File: src/design/rtca_pkg.sv
// Types and codes shared by the clock, calendar, alarm and stopwatch block.
package rtca_pkg;

  localparam int CFG_IDX_W  = 2;
  localparam int CFG_DATA_W = 2;

  typedef enum logic [2:0] {
    ACT_TICK     = 3'd0,
    ACT_INC      = 3'd1,
    ACT_DEC      = 3'd2,
    ACT_SW_RESET = 3'd3,
    ACT_SW_RUN   = 3'd4,
    ACT_SW_STOP  = 3'd5
  } action_e;

  typedef enum logic [1:0] {
    WM_STOP  = 2'd0,
    WM_RUN   = 2'd1,
    WM_RESET = 2'd2
  } watch_mode_e;

  typedef enum logic [1:0] {
    REG_ALARM_EN    = 2'd0,
    REG_DISP_MODE   = 2'd1,
    REG_EDIT_MODE   = 2'd2,
    REG_EDIT_TARGET = 2'd3
  } cfg_reg_e;

  typedef enum logic [1:0] {
    TGT_ALARM_DATE = 2'd0,
    TGT_ALARM_TIME = 2'd1,
    TGT_DATE       = 2'd2,
    TGT_TIME       = 2'd3
  } edit_target_e;

  localparam logic [1:0] DISP_WATCH = 2'd0;
  localparam logic [1:0] DISP_TIME  = 2'd2;

  localparam logic [1:0] FLD_LOW  = 2'd1;  // seconds or days
  localparam logic [1:0] FLD_MID  = 2'd2;  // minutes or months
  localparam logic [1:0] FLD_HIGH = 2'd3;  // hours or years

  typedef struct packed {
    logic         alarm_en;
    logic [1:0]   display_mode;
    logic         edit_mode;
    edit_target_e edit_target;
  } cfg_t;

  typedef struct packed {
    logic [3:0] hour;
    logic [5:0] minute;
    logic [5:0] second;
    logic [4:0] day;
    logic [3:0] month;
    logic [6:0] year;
    logic       alarm_hit;
  } res_t;

endpackage

File: src/design/rtca_cfg.sv
// Configuration register file of the clock block.
module rtca_cfg (
  input  logic                             clk_i,
  input  logic                             rst_ni,
  input  logic                             wr_i,
  input  logic [rtca_pkg::CFG_IDX_W-1:0]   index_i,
  input  logic [rtca_pkg::CFG_DATA_W-1:0]  data_i,
  output rtca_pkg::cfg_t                   cfg_o
);
  import rtca_pkg::*;

  cfg_t cfg_q, cfg_d;

  always_comb begin
    cfg_d = cfg_q;
    if (wr_i) begin
      case (cfg_reg_e'(index_i))
        REG_ALARM_EN:    cfg_d.alarm_en     = data_i[0];
        REG_DISP_MODE:   cfg_d.display_mode = data_i[1:0];
        REG_EDIT_MODE:   cfg_d.edit_mode    = data_i[0];
        REG_EDIT_TARGET: cfg_d.edit_target  = edit_target_e'(data_i[1:0]);
        default: ;
      endcase
    end
  end

  always_ff @(posedge clk_i or negedge rst_ni) begin
    if (!rst_ni) begin
      cfg_q.alarm_en     <= 1'b1;
      cfg_q.display_mode <= DISP_TIME;
      cfg_q.edit_mode    <= 1'b0;
      cfg_q.edit_target  <= TGT_DATE;
    end else begin
      cfg_q <= cfg_d;
    end
  end

  assign cfg_o = cfg_q;

endmodule

File: src/design/rtca_core.sv
// Clock, calendar, alarm and stopwatch state with the per-item update logic.
module rtca_core (
  input  logic              clk_i,
  input  logic              rst_ni,
  input  logic              step_i,
  input  rtca_pkg::action_e action_i,
  input  logic [1:0]        field_i,
  input  rtca_pkg::cfg_t    cfg_i,
  output rtca_pkg::res_t    res_o
);
  import rtca_pkg::*;

  typedef struct packed {
    logic [3:0] h;
    logic [5:0] m;
    logic [5:0] s;
  } hms_t;

  typedef struct packed {
    logic [4:0] d;
    logic [3:0] mo;
    logic [6:0] y;
  } date_t;

  function automatic logic [4:0] month_len(logic [3:0] mo, logic [6:0] yr);
    logic [4:0] len;
    if (mo == 4'd2) len = (yr[1:0] == 2'd0) ? 5'd29 : 5'd28;
    else if (mo inside {4'd4, 4'd6, 4'd9, 4'd11}) len = 5'd30;
    else len = 5'd31;
    return len;
  endfunction

  function automatic logic [6:0] step_wrap(logic [6:0] v, logic [6:0] lo, logic [6:0] hi,
                                           logic up);
    logic [6:0] r;
    if (up) r = (v >= hi) ? lo : v + 7'd1;
    else    r = (v <= lo) ? hi : v - 7'd1;
    return r;
  endfunction

  // True when one second from t the hour goes from 11 to 12.
  function automatic logic rolls(hms_t t);
    return (t.s >= 6'd59) && (t.m >= 6'd59) && (t.h == 4'd11);
  endfunction

  function automatic hms_t adv_time(hms_t t);
    hms_t r;
    r = t;
    if (t.s < 6'd59) begin
      r.s = t.s + 6'd1;
    end else begin
      r.s = '0;
      if (t.m < 6'd59) begin
        r.m = t.m + 6'd1;
      end else begin
        r.m = '0;
        if (t.h == 4'd11)      r.h = 4'd12;
        else if (t.h >= 4'd12) r.h = 4'd1;
        else                   r.h = t.h + 4'd1;
      end
    end
    return r;
  endfunction

  function automatic date_t adv_date(date_t c);
    date_t r;
    r = c;
    if (c.d >= month_len(c.mo, c.y)) begin
      r.d = 5'd1;
      if (c.mo == 4'd12) begin
        r.mo = 4'd1;
        r.y  = (c.y >= 7'd99) ? 7'd0 : c.y + 7'd1;
      end else begin
        // out-of-range months count on and wrap through zero
        r.mo = c.mo + 4'd1;
      end
    end else begin
      r.d = c.d + 5'd1;
    end
    return r;
  endfunction

  function automatic hms_t hms_edit(hms_t t, logic [1:0] fld, logic up);
    hms_t r;
    r = t;
    case (fld)
      FLD_LOW:  r.s = 6'(step_wrap({1'b0, t.s}, 7'd0, 7'd59, up));
      FLD_MID:  r.m = 6'(step_wrap({1'b0, t.m}, 7'd0, 7'd59, up));
      FLD_HIGH: r.h = 4'(step_wrap({3'b0, t.h}, 7'd1, 7'd12, up));
      default: ;
    endcase
    return r;
  endfunction

  function automatic date_t cal_edit(date_t c, logic [1:0] fld, logic up);
    date_t r;
    r = c;
    case (fld)
      FLD_LOW:  r.d  = 5'(step_wrap({2'b0, c.d}, 7'd1, {2'b0, month_len(c.mo, c.y)}, up));
      FLD_MID:  r.mo = 4'(step_wrap({3'b0, c.mo}, 7'd1, 7'd12, up));
      FLD_HIGH: r.y  = step_wrap(c.y, 7'd0, 7'd99, up);
      default: ;
    endcase
    return r;
  endfunction

  hms_t        clk_q, clk_d;
  logic        pm_q, pm_d;
  date_t       cal_q, cal_d;
  hms_t        al_time_q, al_time_d;
  date_t       al_date_q, al_date_d;
  hms_t        sw_q, sw_d;
  watch_mode_e wm_q, wm_d;
  logic        hit;
  logic        up;
  logic        frozen;

  assign up     = (action_i == ACT_INC);
  assign frozen = cfg_i.edit_mode && (cfg_i.edit_target == TGT_TIME);

  always_comb begin
    clk_d     = clk_q;
    pm_d      = pm_q;
    cal_d     = cal_q;
    al_time_d = al_time_q;
    al_date_d = al_date_q;
    sw_d      = sw_q;
    hit       = 1'b0;
    if (step_i) begin
      case (action_i)
        ACT_TICK: begin
          if (!frozen) begin
            clk_d = adv_time(clk_q);
            if (rolls(clk_q)) begin
              if (pm_q) cal_d = adv_date(cal_q);
              pm_d = !pm_q;
            end
            hit = cfg_i.alarm_en && (al_date_q == cal_d) && (al_time_q == clk_d);
            if (cfg_i.display_mode == DISP_WATCH) begin
              case (wm_q)
                WM_RESET: sw_d = '0;
                WM_RUN:   sw_d = adv_time(sw_q);
                default: ;
              endcase
            end
          end
        end
        ACT_INC, ACT_DEC: begin
          if (cfg_i.edit_mode) begin
            case (cfg_i.edit_target)
              TGT_ALARM_DATE: al_date_d = cal_edit(al_date_q, field_i, up);
              TGT_ALARM_TIME: al_time_d = hms_edit(al_time_q, field_i, up);
              TGT_DATE:       cal_d     = cal_edit(cal_q, field_i, up);
              TGT_TIME:       clk_d     = hms_edit(clk_q, field_i, up);
              default: ;
            endcase
          end
        end
        default: ;
      endcase
    end
  end

  // Stopwatch mode follows the stopwatch commands.
  always_comb begin
    wm_d = wm_q;
    if (step_i) begin
      case (action_i)
        ACT_SW_RESET: wm_d = WM_RESET;
        ACT_SW_RUN:   wm_d = WM_RUN;
        ACT_SW_STOP:  wm_d = WM_STOP;
        default: ;
      endcase
    end
  end

  always_comb begin
    if (cfg_i.display_mode == DISP_WATCH) begin
      res_o.hour   = sw_d.h;
      res_o.minute = sw_d.m;
      res_o.second = sw_d.s;
    end else begin
      res_o.hour   = clk_d.h;
      res_o.minute = clk_d.m;
      res_o.second = clk_d.s;
    end
    res_o.day       = cal_d.d;
    res_o.month     = cal_d.mo;
    res_o.year      = cal_d.y;
    res_o.alarm_hit = hit;
  end

  always_ff @(posedge clk_i or negedge rst_ni) begin
    if (!rst_ni) begin
      clk_q     <= '{h: 4'd12, m: 6'd35, s: 6'd50};
      pm_q      <= 1'b0;
      cal_q     <= '{d: 5'd17, mo: 4'd12, y: 7'd21};
      al_time_q <= '{h: 4'd12, m: 6'd36, s: 6'd0};
      al_date_q <= '{d: 5'd17, mo: 4'd12, y: 7'd21};
      sw_q      <= '0;
      wm_q      <= WM_RESET;
    end else begin
      clk_q     <= clk_d;
      pm_q      <= pm_d;
      cal_q     <= cal_d;
      al_time_q <= al_time_d;
      al_date_q <= al_date_d;
      sw_q      <= sw_d;
      wm_q      <= wm_d;
    end
  end

endmodule

File: src/design/rtc_calendar_alarm_stopwatch.sv
// Top level: 12-hour clock with calendar, alarm and stopwatch behind valid/ready channels.
//
//  channel | direction | handshake              | payload
//  --------+-----------+------------------------+-----------------------------------
//  cfg     | in        | cfg_valid_i/cfg_ready_o | cfg_index_i, cfg_data_i
//  in      | in        | in_valid_i/in_ready_o   | action_i, edit_field_i
//  out     | out       | out_valid_o/out_ready_i | shown_*_o, alarm_hit_o
//
//  One item per cycle sustained while the output does not stall. A transfer on
//  the input lands in the input register; the update logic then applies it to the
//  state and loads the result register, which raises out_valid_o.
//  Reset puts the clock at 12:35:50 AM on day 17, month 12, year 21 and leaves
//  both stages empty. A stall on the output holds the result register and then
//  the input register; in_ready_o drops only when both are full.
module rtc_calendar_alarm_stopwatch (
  input  logic                            clk_i,
  input  logic                            rst_ni,
  // configuration writes
  input  logic                            cfg_valid_i,
  output logic                            cfg_ready_o,
  input  logic [rtca_pkg::CFG_IDX_W-1:0]  cfg_index_i,
  input  logic [rtca_pkg::CFG_DATA_W-1:0] cfg_data_i,
  // items
  input  logic                            in_valid_i,
  output logic                            in_ready_o,
  input  logic [2:0]                      action_i,
  input  logic [1:0]                      edit_field_i,
  // results
  output logic                            out_valid_o,
  input  logic                            out_ready_i,
  output logic [3:0]                      shown_hour_o,
  output logic [5:0]                      shown_minute_o,
  output logic [5:0]                      shown_second_o,
  output logic [4:0]                      shown_day_o,
  output logic [3:0]                      shown_month_o,
  output logic [6:0]                      shown_year_o,
  output logic                            alarm_hit_o
);
  import rtca_pkg::*;

  cfg_t       cfg;
  res_t       res;
  res_t       res_q;
  action_e    act_q;
  logic [1:0] fld_q;
  logic       in_vld_q, in_vld_d;
  logic       out_vld_q, out_vld_d;
  logic       advance;   // result register can take a new value
  logic       step;      // apply the held item this cycle
  logic       in_xfer;

  // Configuration is always taken; writes must only happen while idle, which the block does not enforce.
  assign cfg_ready_o = 1'b1;

  rtca_cfg u_cfg (
    .clk_i   (clk_i),
    .rst_ni  (rst_ni),
    .wr_i    (cfg_valid_i),
    .index_i (cfg_index_i),
    .data_i  (cfg_data_i),
    .cfg_o   (cfg)
  );

  assign advance    = !out_vld_q || out_ready_i;
  assign step       = in_vld_q && advance;
  assign in_ready_o = !in_vld_q || advance;
  assign in_xfer    = in_valid_i && in_ready_o;

  always_comb begin
    in_vld_d = in_vld_q;
    if (in_xfer)   in_vld_d = 1'b1;
    else if (step) in_vld_d = 1'b0;
  end

  always_comb begin
    out_vld_d = out_vld_q;
    if (step)             out_vld_d = 1'b1;
    else if (out_ready_i) out_vld_d = 1'b0;
  end

  always_ff @(posedge clk_i or negedge rst_ni) begin
    if (!rst_ni) begin
      in_vld_q  <= 1'b0;
      out_vld_q <= 1'b0;
    end else begin
      in_vld_q  <= in_vld_d;
      out_vld_q <= out_vld_d;
    end
  end

  // Capture the item on its transfer; hold it while the output stalls.
  always_ff @(posedge clk_i) begin
    if (in_xfer) begin
      act_q <= action_e'(action_i);
      fld_q <= edit_field_i;
    end
  end

  rtca_core u_core (
    .clk_i    (clk_i),
    .rst_ni   (rst_ni),
    .step_i   (step),
    .action_i (act_q),
    .field_i  (fld_q),
    .cfg_i    (cfg),
    .res_o    (res)
  );

  // Load the result as the item is applied; hold it until the output transfer.
  always_ff @(posedge clk_i) begin
    if (step) res_q <= res;
  end

  assign out_valid_o    = out_vld_q;
  assign shown_hour_o   = res_q.hour;
  assign shown_minute_o = res_q.minute;
  assign shown_second_o = res_q.second;
  assign shown_day_o    = res_q.day;
  assign shown_month_o  = res_q.month;
  assign shown_year_o   = res_q.year;
  assign alarm_hit_o    = res_q.alarm_hit;

endmodule

File: config.mk
export PLATFORM = sky130hd
export DESIGN_NAME = rtc_calendar_alarm_stopwatch
export DESIGN_NICKNAME = d
export VERILOG_FILES = /design/src/design/rtca_pkg.sv /design/src/design/rtca_cfg.sv /design/src/design/rtca_core.sv /design/src/design/rtc_calendar_alarm_stopwatch.sv
export SDC_FILE = /design/constraint.sdc
export NUM_CORES = 1
export LEC_CHECK = 0
export BUFFER_PORTS_ARGS = -buffer_cell sky130_fd_sc_hd__buf_4
export CORE_ASPECT_RATIO = 1.25
export CORE_MARGIN = 8
export CORE_UTILIZATION = 62
export DETAILED_ROUTE_END_ITERATION = 6
export PLACE_DENSITY = 0.92
export SLEW_MARGIN = 0
export SYNTH_ARGS = -nofsm -noshare
export SYNTH_HDL_FRONTEND = slang
export SYNTH_SLANG_ARGS = --single-unit
File: constraint.sdc
create_clock -name clk_i -period 4 [get_ports clk_i]
set_input_delay 1 -clock clk_i [delete_from_list [all_inputs] [get_ports clk_i]]
set_output_delay 1 -clock clk_i [all_outputs]
set_load 0.02 [all_outputs]
# ---- Word-level counts from Yosys, hierarchy flattened
# Cells that the tools add are included.
dict set report totals {
  reg_bits 129
  input_bits 14
  output_inout_bits 36
  wordCells 278
}
dict set report op_classes {
  n_addsub 32
  order_cmp 33
  eq_ne 31
  mux 111
  n_bitwise 2
  n_reduce_logical 37
}
# operator n
set ops {}
lappend ops {{2-to-1 mux 16 bit} 18}
lappend ops {{2-to-1 mux 6 bit} 21}
lappend ops {{2-to-1 mux 5 bit} 25}
lappend ops {{one-hot mux 16 bit (2 select lines)} 3}
lappend ops {{2-to-1 mux 4 bit} 21}
lappend ops {{2-to-1 mux 7 bit} 8}
lappend ops {{2-to-1 mux 10 bit} 5}
lappend ops {{adder 6 x 1 -> 6 bit (second input constant)} 8}
lappend ops {{>= comparator 6 bit (second input constant)} 6}
lappend ops {{== test 16 bit} 2}
lappend ops {{AND reduction 5 bit} 6}
lappend ops {{adder 4 x 1 -> 4 bit (second input constant)} 7}
lappend ops {{== test 4 bit (second input constant)} 7}
lappend ops {{>= comparator 4 bit (second input constant)} 6}
lappend ops {{<= comparator 6 x 1 -> 1 bit (second input constant)} 4}
lappend ops {{< comparator 6 bit (second input constant)} 4}
lappend ops {{subtractor 6 x 1 -> 6 bit (second input constant)} 4}
lappend ops {{== test 4 x 3 -> 1 bit (second input constant)} 4}
lappend ops {{<= comparator 4 x 1 -> 1 bit (second input constant)} 4}
lappend ops {{subtractor 4 x 1 -> 4 bit (second input constant)} 4}
lappend ops {{adder 5 x 1 -> 5 bit (second input constant)} 3}
lappend ops {{>= comparator 5 bit} 3}
lappend ops {{adder 7 x 1 -> 7 bit (second input constant)} 2}
lappend ops {{== test 2 bit (second input constant)} 7}
lappend ops {{other kinds (25)} 64}

# ---- Longest topological paths before layout
# Gate-level depths: netlist of the first run.
dict set report logic_depth {
  ltp_word 19
  mapped_depth 15
  ltp_nobuf 14
}

# ---- Hierarchy
# A second synthesis of the first run with hierarchy kept.
dict set report hier_totals {
  hier_cells 1274
  area_unflattened_um2 10257.3
}
# mod instances cells_per_inst area_each_um2 seq_area_each_um2
set modules_own_cells {}
lappend modules_own_cells {rtca_core 1 1210 8752.1 2110.8}
lappend modules_own_cells {rtc_calendar_alarm_stopwatch 1 48 1256.2 1191.1}
lappend modules_own_cells {rtca_cfg 1 16 249.0 153.9}

# ---- Worst setup path before layout of the first run
# No wires, ideal clock.
dict set report synth_timing {
  kind {register to register}
  startpoint {reg u_core.cal_q[7] in the netlist's numbering}
  endpoint {reg res_q, in the netlist alarm_hit_o, data pin}
  setup_ns 0.175
  arrival_time_ns 3.459
  required_time_ns 3.825
  setup_slack_ns 0.366
  path_stages_with_launch 15
  n_path_buf 1
  period_less_slack_ns 3.634
  cell_sequence {dfrtp_1 > clkbuf_1 > inv_1 > ha_1 > o21ai_0 > o21ai_0 > o21ai_0 > ha_1 > nand2b_1 > a21oi_1 > nor3_2 > mux2i_1 > o22ai_1 > or4_1 > nor4bb_1}
}
dict set report synth_between {
  elab_chain_len 19
  word_cells_on_any_way 28
  classes_between {1 x add/sub; 1 x order compare; 7 x eq/ne; 16 x mux; 3 x reduce/logical}
}
# element line
set synth_rtl {}
lappend synth_rtl {{start: declaration} rtca_core.sv:109} ;# date_t cal_q, cal_d;
lappend synth_rtl {{start signal: assignment} rtca_core.sv:197} ;# cal_q <= '{d: 5'd17, mo: 4'd12, y: 7'd21};
lappend synth_rtl {{start signal: assignment} rtca_core.sv:205} ;# cal_q <= cal_d;
lappend synth_rtl {{== test 4 x 3 -> 1 bit or == test 4 bit (tied branches)} rtca_core.sv:28} ;# else if (mo inside {4'd4, 4'd6, 4'd9, 4'd11}) len = 5'd30;
lappend synth_rtl {{nonzero test 4 bit} rtca_core.sv:28}
lappend synth_rtl {{2-to-1 mux 1 bit} rtca_core.sv:28}
lappend synth_rtl {{2-to-1 mux 5 bit} rtca_core.sv:27} ;# if (mo == 4'd2) len = (yr[1:0] == 2'd0) ? 5'd29 : 5'd28;
lappend synth_rtl {{2-to-1 mux 5 bit} rtca_core.sv:135} ;# if (pm_q) cal_d = adv_date(cal_q);
lappend synth_rtl {{2-to-1 mux 5 bit} rtca_core.sv:134} ;# if (rolls(clk_q)) begin
lappend synth_rtl {{2-to-1 mux 5 bit} rtca_core.sv:132} ;# if (!frozen) begin
lappend synth_rtl {{2-to-1 mux 5 bit} rtca_core.sv:130} ;# case (action_i)
lappend synth_rtl {{[2 not listed]} -}
lappend synth_rtl {{2-to-1 mux 11 bit or 2-to-1 mux 5 bit (tied branches)} rtca_core.sv:68} ;# if (c.d >= month_len(c.mo, c.y)) begin
lappend synth_rtl {{2-to-1 mux 16 bit} rtca_core.sv:135}
lappend synth_rtl {{2-to-1 mux 16 bit (*)} rtca_core.sv:134}
lappend synth_rtl {{2-to-1 mux 16 bit (*)} rtca_core.sv:132}
lappend synth_rtl {{2-to-1 mux 16 bit (*)} rtca_core.sv:130}
lappend synth_rtl {{2-to-1 mux 16 bit (*)} rtca_core.sv:129} ;# if (step_i) begin
lappend synth_rtl {{== test 16 bit (*)} rtca_core.sv:138} ;# hit = cfg_i.alarm_en && (al_date_q == cal_d) && (al_time_q == clk_d);
lappend synth_rtl {{logical AND 1 bit (*) (2 in series)} rtca_core.sv:138}
lappend synth_rtl {{end signal: assignment} rtc_calendar_alarm_stopwatch.sv:111} ;# if (step) res_q <= res;
lappend synth_rtl {{end: declaration} rtc_calendar_alarm_stopwatch.sv:43} ;# res_t res_q;
# Mark *: on every way between the ends. The rest lies on a longest branch, timed or not. The select of a mux whose other input is x is not followed.
# A chain may end at the register's enable or synchronous reset.

# ---- Worst setup path after layout of the first run
dict set report layout_timing {
  startpoint {reg u_core.cal_q[0] in the netlist's numbering}
  endpoint {reg res_q, in the netlist alarm_hit_o, data pin}
}
dict set report layout_between {
  elab_chain_len 18
  word_cells_on_any_way 23
  classes_between {1 x add/sub; 2 x order compare; 1 x eq/ne; 16 x mux; 3 x reduce/logical}
}
# element line
set layout_rtl {}
lappend layout_rtl {{logical NOT 2 bit} rtca_core.sv:27}
lappend layout_rtl {{2-to-1 mux 1 bit} rtca_core.sv:27}
lappend layout_rtl {{2-to-1 mux 5 bit} rtca_core.sv:27}
lappend layout_rtl {{2-to-1 mux 5 bit} rtca_core.sv:135}
lappend layout_rtl {{2-to-1 mux 5 bit} rtca_core.sv:134}
lappend layout_rtl {{2-to-1 mux 5 bit} rtca_core.sv:132}
lappend layout_rtl {{2-to-1 mux 5 bit} rtca_core.sv:130}
lappend layout_rtl {{2-to-1 mux 5 bit} rtca_core.sv:129}
lappend layout_rtl {{>= comparator 5 bit} rtca_core.sv:68}
lappend layout_rtl {{2-to-1 mux 11 bit or 2-to-1 mux 5 bit (tied branches)} rtca_core.sv:68}
lappend layout_rtl {{2-to-1 mux 16 bit} rtca_core.sv:135}
lappend layout_rtl {{2-to-1 mux 16 bit (*)} rtca_core.sv:134}
lappend layout_rtl {{2-to-1 mux 16 bit (*)} rtca_core.sv:132}
lappend layout_rtl {{2-to-1 mux 16 bit (*)} rtca_core.sv:130}
lappend layout_rtl {{2-to-1 mux 16 bit (*)} rtca_core.sv:129}
lappend layout_rtl {{== test 16 bit (*)} rtca_core.sv:138}
lappend layout_rtl {{logical AND 1 bit (*) (2 in series)} rtca_core.sv:138}
# Marked as above.

==> results of run 1 <==
synthesized netlist by cell type, types with 11 or more instances:
master / n / share of area (%)
a22o_1: 11 / 0.93
o31ai_1: 14 / 1.0
or3_1: 18 / 1.1
edfxtp_1: 38 / 11
a31oi_1: 28 / 1.7
and3_1: 18 / 1.1
clkbuf_1: 78 / 2.8
nor3_1: 38 / 1.8
ha_1: 43 / 5.2
nand2_1: 101 / 3.7
mux2_2: 22 / 2.4
nand3_1: 54 / 2.6
nand2b_1: 20 / 1.2
nor4_1: 14 / 0.85
a211oi_1: 16 / 1.2
o22ai_1: 32 / 1.9
dfrtp_1: 61 / 15
dfstp_2: 30 / 7.6
xnor2_1: 17 / 1.4
a22oi_1: 12 / 0.87
inv_1: 43 / 1.6
mux2i_1: 13 / 1.3
xor2_1: 12 / 1.0
o21ai_0: 138 / 6.7
a21oi_1: 98 / 4.7
nor2_1: 106 / 3.9
flip-flops by register name, indices dropped and copies added (netlist names):
name              cells
shown_year_o          7
shown_second_o        6
u_core.sw_q          16
in_vld_q              1
out_valid_o           1
alarm_hit_o           1
u_core.cal_q         16
shown_minute_o        6
act_q                 3
fld_q                 2
u_core.clk_q         16
u_cfg.cfg_o           6
u_core.al_time_q     16
u_core.wm_q           2
u_core.al_date_q     16
shown_hour_o          4
shown_day_o           5
u_core.pm_q           1
shown_month_o         4
worst max-delay path by stage:
stage	startpoint	to	slack [ns]	depth (start not counted)
2_1_floorplan	u_core.cal_q[7]	alarm_hit_o	0.37	14
3_3_place_gp	u_core.cal_q[8]	alarm_hit_o	0.37	13
3_5_place_dp	u_core.cal_q[8]	alarm_hit_o	0.15	13
4_1_cts	u_core.cal_q[8]	alarm_hit_o	0.14	13
5_1_grt	u_core.cal_q[8]	alarm_hit_o	0.07	13
6_report	u_core.cal_q[0]	alarm_hit_o	0.24	12
report_power, final:
part	internal [µW]	leakage (µW)	total, µW	switching [µW]
clock network	873	0.000272	1550	682
registers	1680	0.00148	2160	484
logic	1080	0.00270	2690	1610
routing by layer:
layer  vias up  routed length, µm  track usage (%)
met5         -                  0                0
met4         0               2040             19.4
met3       189               2910             5.84
met2       733              15500             50.2
met1      5128              12000             34.8
li1       4825                  -                -
worst max-delay path, stage by stage (launching register included):
cell      delay (ns)
dfstp_2         0.65
inv_1           0.11
ha_1            0.22
o21ai_0         0.17
o21ai_1         0.14
ha_1            0.30
nand2b_1        0.14
a21oi_1         0.10
nor3_2          0.56
mux2i_1         0.26
o22ai_1         0.10
or4_1           0.52
nor4bb_1        0.31
cells by family (layout without fill, tap and decap cells):
group / after synthesis / count (layout) / synth area share (%)
flip-flops: 129 / 129 / 33.5
XOR/XNOR: 29 / 29 / 2.46
adder cells (fa/ha/maj): 43 / 43 / 5.21
AND/OR/NAND/NOR: 433 / 433 / 20.9
other: 1 / 1 / 0.0363
multiplexers: 35 / 35 / 3.66
buffers and inverters: 139 / 151 / 5.18
AO/OA/AOI/OAI: 468 / 468 / 29.1
final cells by class:
class,count,area share [%]
Multi-Input combinational cell,1009,55.7
Sequential cell,129,30.3
Timing Repair Buffer,75,5.16
Clock buffer,17,3.73
Tap cell,216,2.37
Inverter,44,1.45
Clock inverter,15,1.31
metrics by stage:
stage / cell area (µm²) / worst slack, ns / instances / power (µW)
2_1_floorplan: 10300 / 0.366 / 1277 / 4000
3_3_place_gp: 10800 / 0.374 / 1473 / 4630
3_5_place_dp: 10800 / 0.151 / 1473 / 4710
4_1_cts: 11400 / 0.141 / 1505 / 6300
5_1_grt: 11400 / 0.0690 / 1505 / 6750
6_report: 11400 / 0.237 / 1505 / 6400
==> metrics.csv, run 1 <==
stage,metric,value,unit
timing,Hold WS,0.530,ns
flow_run,max cap viols,0,
timing,period utilization,94.1,%
global_route,GRT Overall Usage,30.1,%
detailed_routing,1st-iter DRT viols,1625,
place,GPL Wtd Cong,0.993,
clock_network,"Hold-fix buffers, CTS",0,
critical_path,critical-path maximum fanout,12,
synthesis,Synth Register Bits,129,
pwr,Lkg Pwr,0.00445,µW
timing,# setup viols final,0,
detailed_routing,DRC viols,0,
synthesis,Post-Syn Nets,1334,
pwr,VDD IR max,0.304,mV
clock_network,TritonCTS Buffers,17,
timing,Slew @ Worst Pin,0.995,ns
min_path,Worst Hold Class,reg -> reg,
clock_network,root buf cell,clkbuf_16,
timing,setup tns final,0,ns
layout,register area,3460,µm²
floorplan,row cnt,52,
floorplan,Die ar.,21100,µm²
clock_network,post-CTS resize count,0,
layout,ant diodes,0,
layout,fraction of layout cells with a size suffix above 1,13.8,%
layout,area occupied by multi-input gates,6350,µm²
detailed_routing,Vias/cell,7.23,
timing,min cycle time layout,3.76,ns
critical_path,reg2reg setup slack,0.24,ns
timing,Pins Over Slew Limit,0,
floorplan,area of the core,16300,µm²
detailed_routing,DR vias,10900,
floorplan,IO Pins,50,
clock_network,latest clock arrival within the worst-skew pair,0.44,ns
critical_path,Reg2Reg Capture Point,alarm_hit_o,
synthesis,"Async S/R FF share, synth",70.5,%
global_route,number of global-route vias before repair,10200,
critical_path,R2R depth,12,
pwr,PwrDens,561,nW/µm²
timing,Max Freq,266,MHz
synthesis,Synth cell types,77,
status,run status,"finished, final reports clean",
global_route,Overflow after GRT,0,
clock_network,TritonCTS clock tree,done,
critical_path,Crit Path Category,reg -> reg,
layout,Finished Core Util,70.1,%
layout,fill cell count,1279,
layout,"commonest non-fill, non-tap cell in the layout",o21ai_0,
layout,synth-to-layout area growth,10.4,%
critical_path,CP Launch Type,register,
synthesis,Most used DFF post-synth,dfrtp_1,
timing,RSZ-0062 raised after global routing,false,
clock_network,H-tree Lvls,4,
global_route,first-pass GRT wire length,52200,µm
min_path,min-delay src,u_core.wm_q[1],
min_path,"Endpoint, Worst Hold",u_core.wm_q[1],
clock_network,CTS Buffer Depth,2,
synthesis,post-synthesis sequential area ratio,33.5,%
global_route,largest net degree at the start of global routing,79,
layout,post-layout net count,1333,
floorplan,die height,160,µm
floorplan,initial core utilization,63.5,%
timing,Setup Skew,0.0149,ns
clock_network,Setup Buffers After CTS,0,
synthesis,Gate Count Post-Synth,1277,
detailed_routing,Avg WL per Cell,21.5,µm
floorplan,DIE WIDTH,131,µm
timing,Slew HR,33.7,%
detailed_routing,Post-Route WL,32400,µm
detailed_routing,post-route ant nets,0,
place,# port buffers,48,
place,DP Wirelength,22100,µm
synthesis,Avg Inst Size Synth,8.09,µm²
timing,"Hold Vio Cnt, Final",0,
critical_path,Crit. End Element,register,
clock_network,Num Clock Sinks,129,
min_path,hold depth,2,
clock_network,clock transition at the registers of the reported paths,0.06,ns
critical_path,worst endpoint data arrival time,4.01,ns
synthesis,"EDFF count, synth",38,
global_route,initial antenna violation count,0,
detailed_routing,Initial DRT Pass Iterations,7,
synthesis,Yosys warnings,0,
critical_path,Required @ worst endpoint,4.25,ns
critical_path,RR Startpoint,u_core.cal_q[0],
layout,highest-count cells in the layout ignoring fill and taps,"o21ai_0, nor2_1, nand2_1",
synthesis,post-synth design cell area,10300,µm²
Note: power is estimated with default switching activity, not from simulation.
==> run 2, diff against run 1 <==
ABC_AREA = 1   (was default)
RECOVER_POWER = 50   (was default)
==> run 2 against run 1 <==
Against the previous run:
- critical path type unchanged
- sequential power increased by 5%
- hold slack worse by 0.044 ns
- sequential share of layout area increased by 0.88 points
- clock power rose by 4%
- setup slack better by 0.32 ns
- clock-buffer cell count unchanged
- the flow now finishes with violations (capacitance limit, slew limit)
==> metrics.csv, run 2 <==
stage,metric,value,unit,change
clock_network,root buf cell,clkbuf_16,,unchanged
critical_path,critical-path maximum fanout,9,,was 12
critical_path,R2R depth,20,,was 12
place,# port buffers,48,,unchanged
synthesis,Synth cell types,52,,was 77
place,DP Wirelength,20900,µm,was 22100 µm
global_route,Overflow after GRT,0,,unchanged
timing,# setup viols final,0,,unchanged
layout,synth-to-layout area growth,9.85,%,was 10.4%
place,placed cell count,1711,,was 1473
timing,final setup margin,0.555,ns,was 0.237 ns
synthesis,Synth area leaders,"nand2_1, dfrtp_1, edfxtp_1",,"was dfrtp_1, edfxtp_1, dfstp_2"
timing,Pins Over Slew Limit,48,,was 0
synthesis,post-synth top area share,15.9,%,was 14.8%
pwr,P_sw,3250,µW,was 2770 µW
synthesis,Most used DFF post-synth,dfrtp_1,,unchanged
layout,highest-count cells in the layout ignoring fill and taps,"nand2_1, o21ai_0, inv_1",,"was o21ai_0, nor2_1, nand2_1"
synthesis,Yosys warnings,0,,unchanged
status,violations in the final reports,"capacitance limit, slew limit",,
timing,Max Freq,290,MHz,was 266 MHz
clock_network,Setup Buffers After CTS,0,,unchanged
floorplan,area of the core,16100,µm²,was 16300 µm²
global_route,number of global-route vias before repair,10700,,was 10.2k
clock_network,TritonCTS clock tree,done,,unchanged
clock_network,CTS Buffer Depth,2,,unchanged
clock_network,TritonCTS Buffers,17,,unchanged
detailed_routing,DRC viols,0,,unchanged
layout,final std cells w/o fill,1743,,was 1505
place,pre-CTS setup slack,0.754,ns,was 0.151 ns
critical_path,Crit. End Element,register,,unchanged
timing,Slew HR,-85.0,%,was 33.7%
detailed_routing,DR vias,10900,,about the same
critical_path,worst endpoint data arrival time,3.62,ns,was 4.01 ns
detailed_routing,Post-Route WL,29900,µm,was 32400 µm
detailed_routing,post-route ant nets,0,,unchanged
critical_path,CP Launch Type,register,,unchanged
layout,fin area,11100,µm²,was 11400 µm²
layout,post-layout net count,1571,,was 1333
clock_network,H-tree Lvls,4,,unchanged
layout,"commonest non-fill, non-tap cell in the layout",nand2_1,,was o21ai_0
critical_path,RR Startpoint,u_core.cal_q[7],,was u_core.cal_q[0]
timing,min cycle time layout,3.45,ns,was 3.76 ns
floorplan,Die ar.,20600,µm²,was 21100 µm²
place,GPL Wtd Cong,1.01,,was 0.993
detailed_routing,Initial DRT Pass Iterations,6,,was 7
flow_run,max cap viols,1,,was 0
synthesis,post-synthesis sequential area ratio,34.3,%,was 33.5%
min_path,min-delay src,u_cfg.cfg_o[3],,was u_core.wm_q[1]
timing,"Hold Vio Cnt, Final",0,,unchanged
min_path,"Endpoint, Worst Hold",u_cfg.cfg_o[3],,was u_core.wm_q[1]
floorplan,row cnt,52,,unchanged
critical_path,reg2reg setup slack,0.55,ns,was 0.24 ns
synthesis,"Async S/R FF share, synth",70.5,%,unchanged
global_route,largest net degree at the start of global routing,61,,was 79
floorplan,initial core utilization,62.8,%,was 63.5%
synthesis,post-synth design cell area,10100,µm²,was 10300 µm²
min_path,Worst Hold Class,reg -> reg,,unchanged
synthesis,Avg Inst Size Synth,6.82,µm²,was 8.09 µm²
critical_path,Required @ worst endpoint,4.18,ns,was 4.25 ns
synthesis,Synth Register Bits,129,,unchanged
pwr,sequential power share,32.5,%,was 33.8%
global_route,GRT Overall Usage,30.4,%,was 30.1%
status,run status,"complete, but fails checks",,"was finished, final reports clean"
min_path,hold depth,2,,unchanged
floorplan,die height,159,µm,was 160 µm
pwr,switching part of the total power,46.9,%,was 43.3%
synthesis,most frequent cell after synthesis,nand2_1,,was o21ai_0
timing,period utilization,86.1,%,was 94.1%
critical_path,Reg2Reg Capture Point,shown_month_o[1],,was alarm_hit_o
timing,Slew @ Worst Pin,2.77,ns,was 0.995 ns
layout,fraction of layout cells with a size suffix above 1,7.60,%,was 13.8%
clock_network,post-CTS resize count,0,,unchanged
detailed_routing,1st-iter DRT viols,1354,,was 1625
floorplan,IO Pins,50,,unchanged
timing,RSZ-0062 raised after global routing,false,,unchanged
pwr,VDD IR max,0.440,mV,was 0.304 mV
synthesis,"EDFF count, synth",38,,unchanged
floorplan,DIE WIDTH,130,µm,was 131 µm
pwr,Power Internal,3690,µW,was 3630 µW
detailed_routing,Avg WL per Cell,17.1,µm,was 21.5 µm
clock_network,clock transition at the registers of the reported paths,0.07,ns,was 0.06 ns
global_route,first-pass GRT wire length,49800,µm,was 52200 µm
synthesis,"area leader, netlist",nand2_1,,was dfrtp_1
clock_network,Num Clock Sinks,129,,unchanged
place,placed inst area,10600,µm²,was 10800 µm²
pwr,Clk network pwr share,23.2,%,was 24.3%
clock_network,"Hold-fix buffers, CTS",0,,unchanged
critical_path,Crit Path Category,reg -> reg,,unchanged
layout,ant diodes,0,,unchanged
pwr,PwrDens,626,nW/µm²,was 561 nW/µm²
pwr,Lkg Pwr,0.00512,µW,was 0.00445 µW
timing,Setup Skew,0.0123,ns,was 0.0149 ns
synthesis,Gate Count Post-Synth,1478,,was 1277
timing,setup tns final,0,ns,unchanged
global_route,initial antenna violation count,0,,unchanged
pwr,Logic pwr share,44.3,%,was 41.9%
clock_network,latest clock arrival within the worst-skew pair,0.45,ns,was 0.44 ns
synthesis,Post-synth top cells,"nand2_1, o21ai_0, inv_1",,"was o21ai_0, nor2_1, nand2_1"
detailed_routing,Vias/cell,6.24,,was 7.23
synthesis,Post-Syn Nets,1535,,was 1334
run 2: changes by cell type after synthesis, sizes merged, moves of 20 or more:
cell | previous run | this run
nand2 | 101 | 430
inv | 43 | 156
nand3 | 54 | 131
clkbuf | 78 | 27
o21ai | 139 | 186
a21oi | 98 | 67
nor3 | 42 | 16
mux2 | 22 | 0
nand4 | 7 | 28
nand2b | 20 | 0
run 2: power by group through the flow:
stage	registers (µW)	logic [µW]	clock network, µW
2_1_floorplan	2180	2250	0
3_3_place_gp	2240	2960	0
3_5_place_dp	2250	3040	0
4_1_cts	2230	3070	1610
5_1_grt	2300	3460	1670
6_report	2260	3070	1610
run 2: worst max-delay path by stage:
stage | startpoint | to | slack (ns) | cells after the start
4_1_cts | u_core.cal_q[7] | shown_month_o[1] | 0.65 | 20
5_1_grt | u_core.cal_q[7] | shown_month_o[1] | 0.33 | 20
3_5_place_dp | u_core.cal_q[7] | shown_year_o[3] | 0.75 | 20
6_report | u_core.cal_q[7] | shown_month_o[1] | 0.55 | 20
2_1_floorplan | out_ready_i | alarm_hit_o | 1.07 | 5
3_3_place_gp | u_core.cal_q[0] | shown_month_o[1] | 0.83 | 19
run 2: final cells by class:
class / instances / area [µm²]
clock buffer: 17 / 425
clock inverter: 15 / 189
fill: 1327 / 4990
inverter: 160 / 601
multi-input combinational: 1141 / 5790
sequential: 129 / 3460
tap: 216 / 270
timing repair buffer: 65 / 347
run 2: logic make-up after synthesis:
logic type	count (synthesis)	synth area share [%]
and+or+nand+nor	741	31.8
AOI/OAI and AO/OA	328	18.0
buffers and inverters	208	8.15
DFF	129	34.3
adders and majority gates	43	5.33
xor gates and xnor gates	26	2.26
muxes	2	0.198
other	1	0.0372
run 2: through the flow:
stage | total power, µW | hold WS, ns | util [%]
floorplan | 4430 | 0.466 | -
global placement | 5200 | 0.476 | 66.1
detailed placement | 5280 | 0.495 | 66.1
CTS | 6910 | 0.509 | 69.9
global route | 7430 | 0.531 | 68.9
finish | 6940 | 0.485 | 68.9
run 2: layer usage:
layer  track usage (%)  wire length (µm)  part of all wire, %  vias to the layer above
met2              51.7             14900                   50                      659
met5                 0                 0                    0                        -
met3              6.97              2610                  8.7                      181
met4              19.3              1680                  5.6                        0
li1                  -                 -                    -                     5063
met1              33.7             10700                   36                     4982
run 2: worst max-delay path, cell delays in order (launching register included):
cell and delay [ns]:
dfrtp_1 0.43, inv_1 0.15, ha_1 0.27, o21ai_0 0.20, nand2_1 0.09, a21oi_1 0.18
ha_1 0.26, inv_1 0.05, nand2_1 0.04, nand2_1 0.05, nand2_1 0.05, nand2_2 0.12
clkinv_1 0.31, nand2_1 0.26, nand2_1 0.07, o21ai_1 0.10, inv_1 0.07, o21ai_0 0.19
nand2_1 0.10, nand2_1 0.06, o21ai_0 0.11
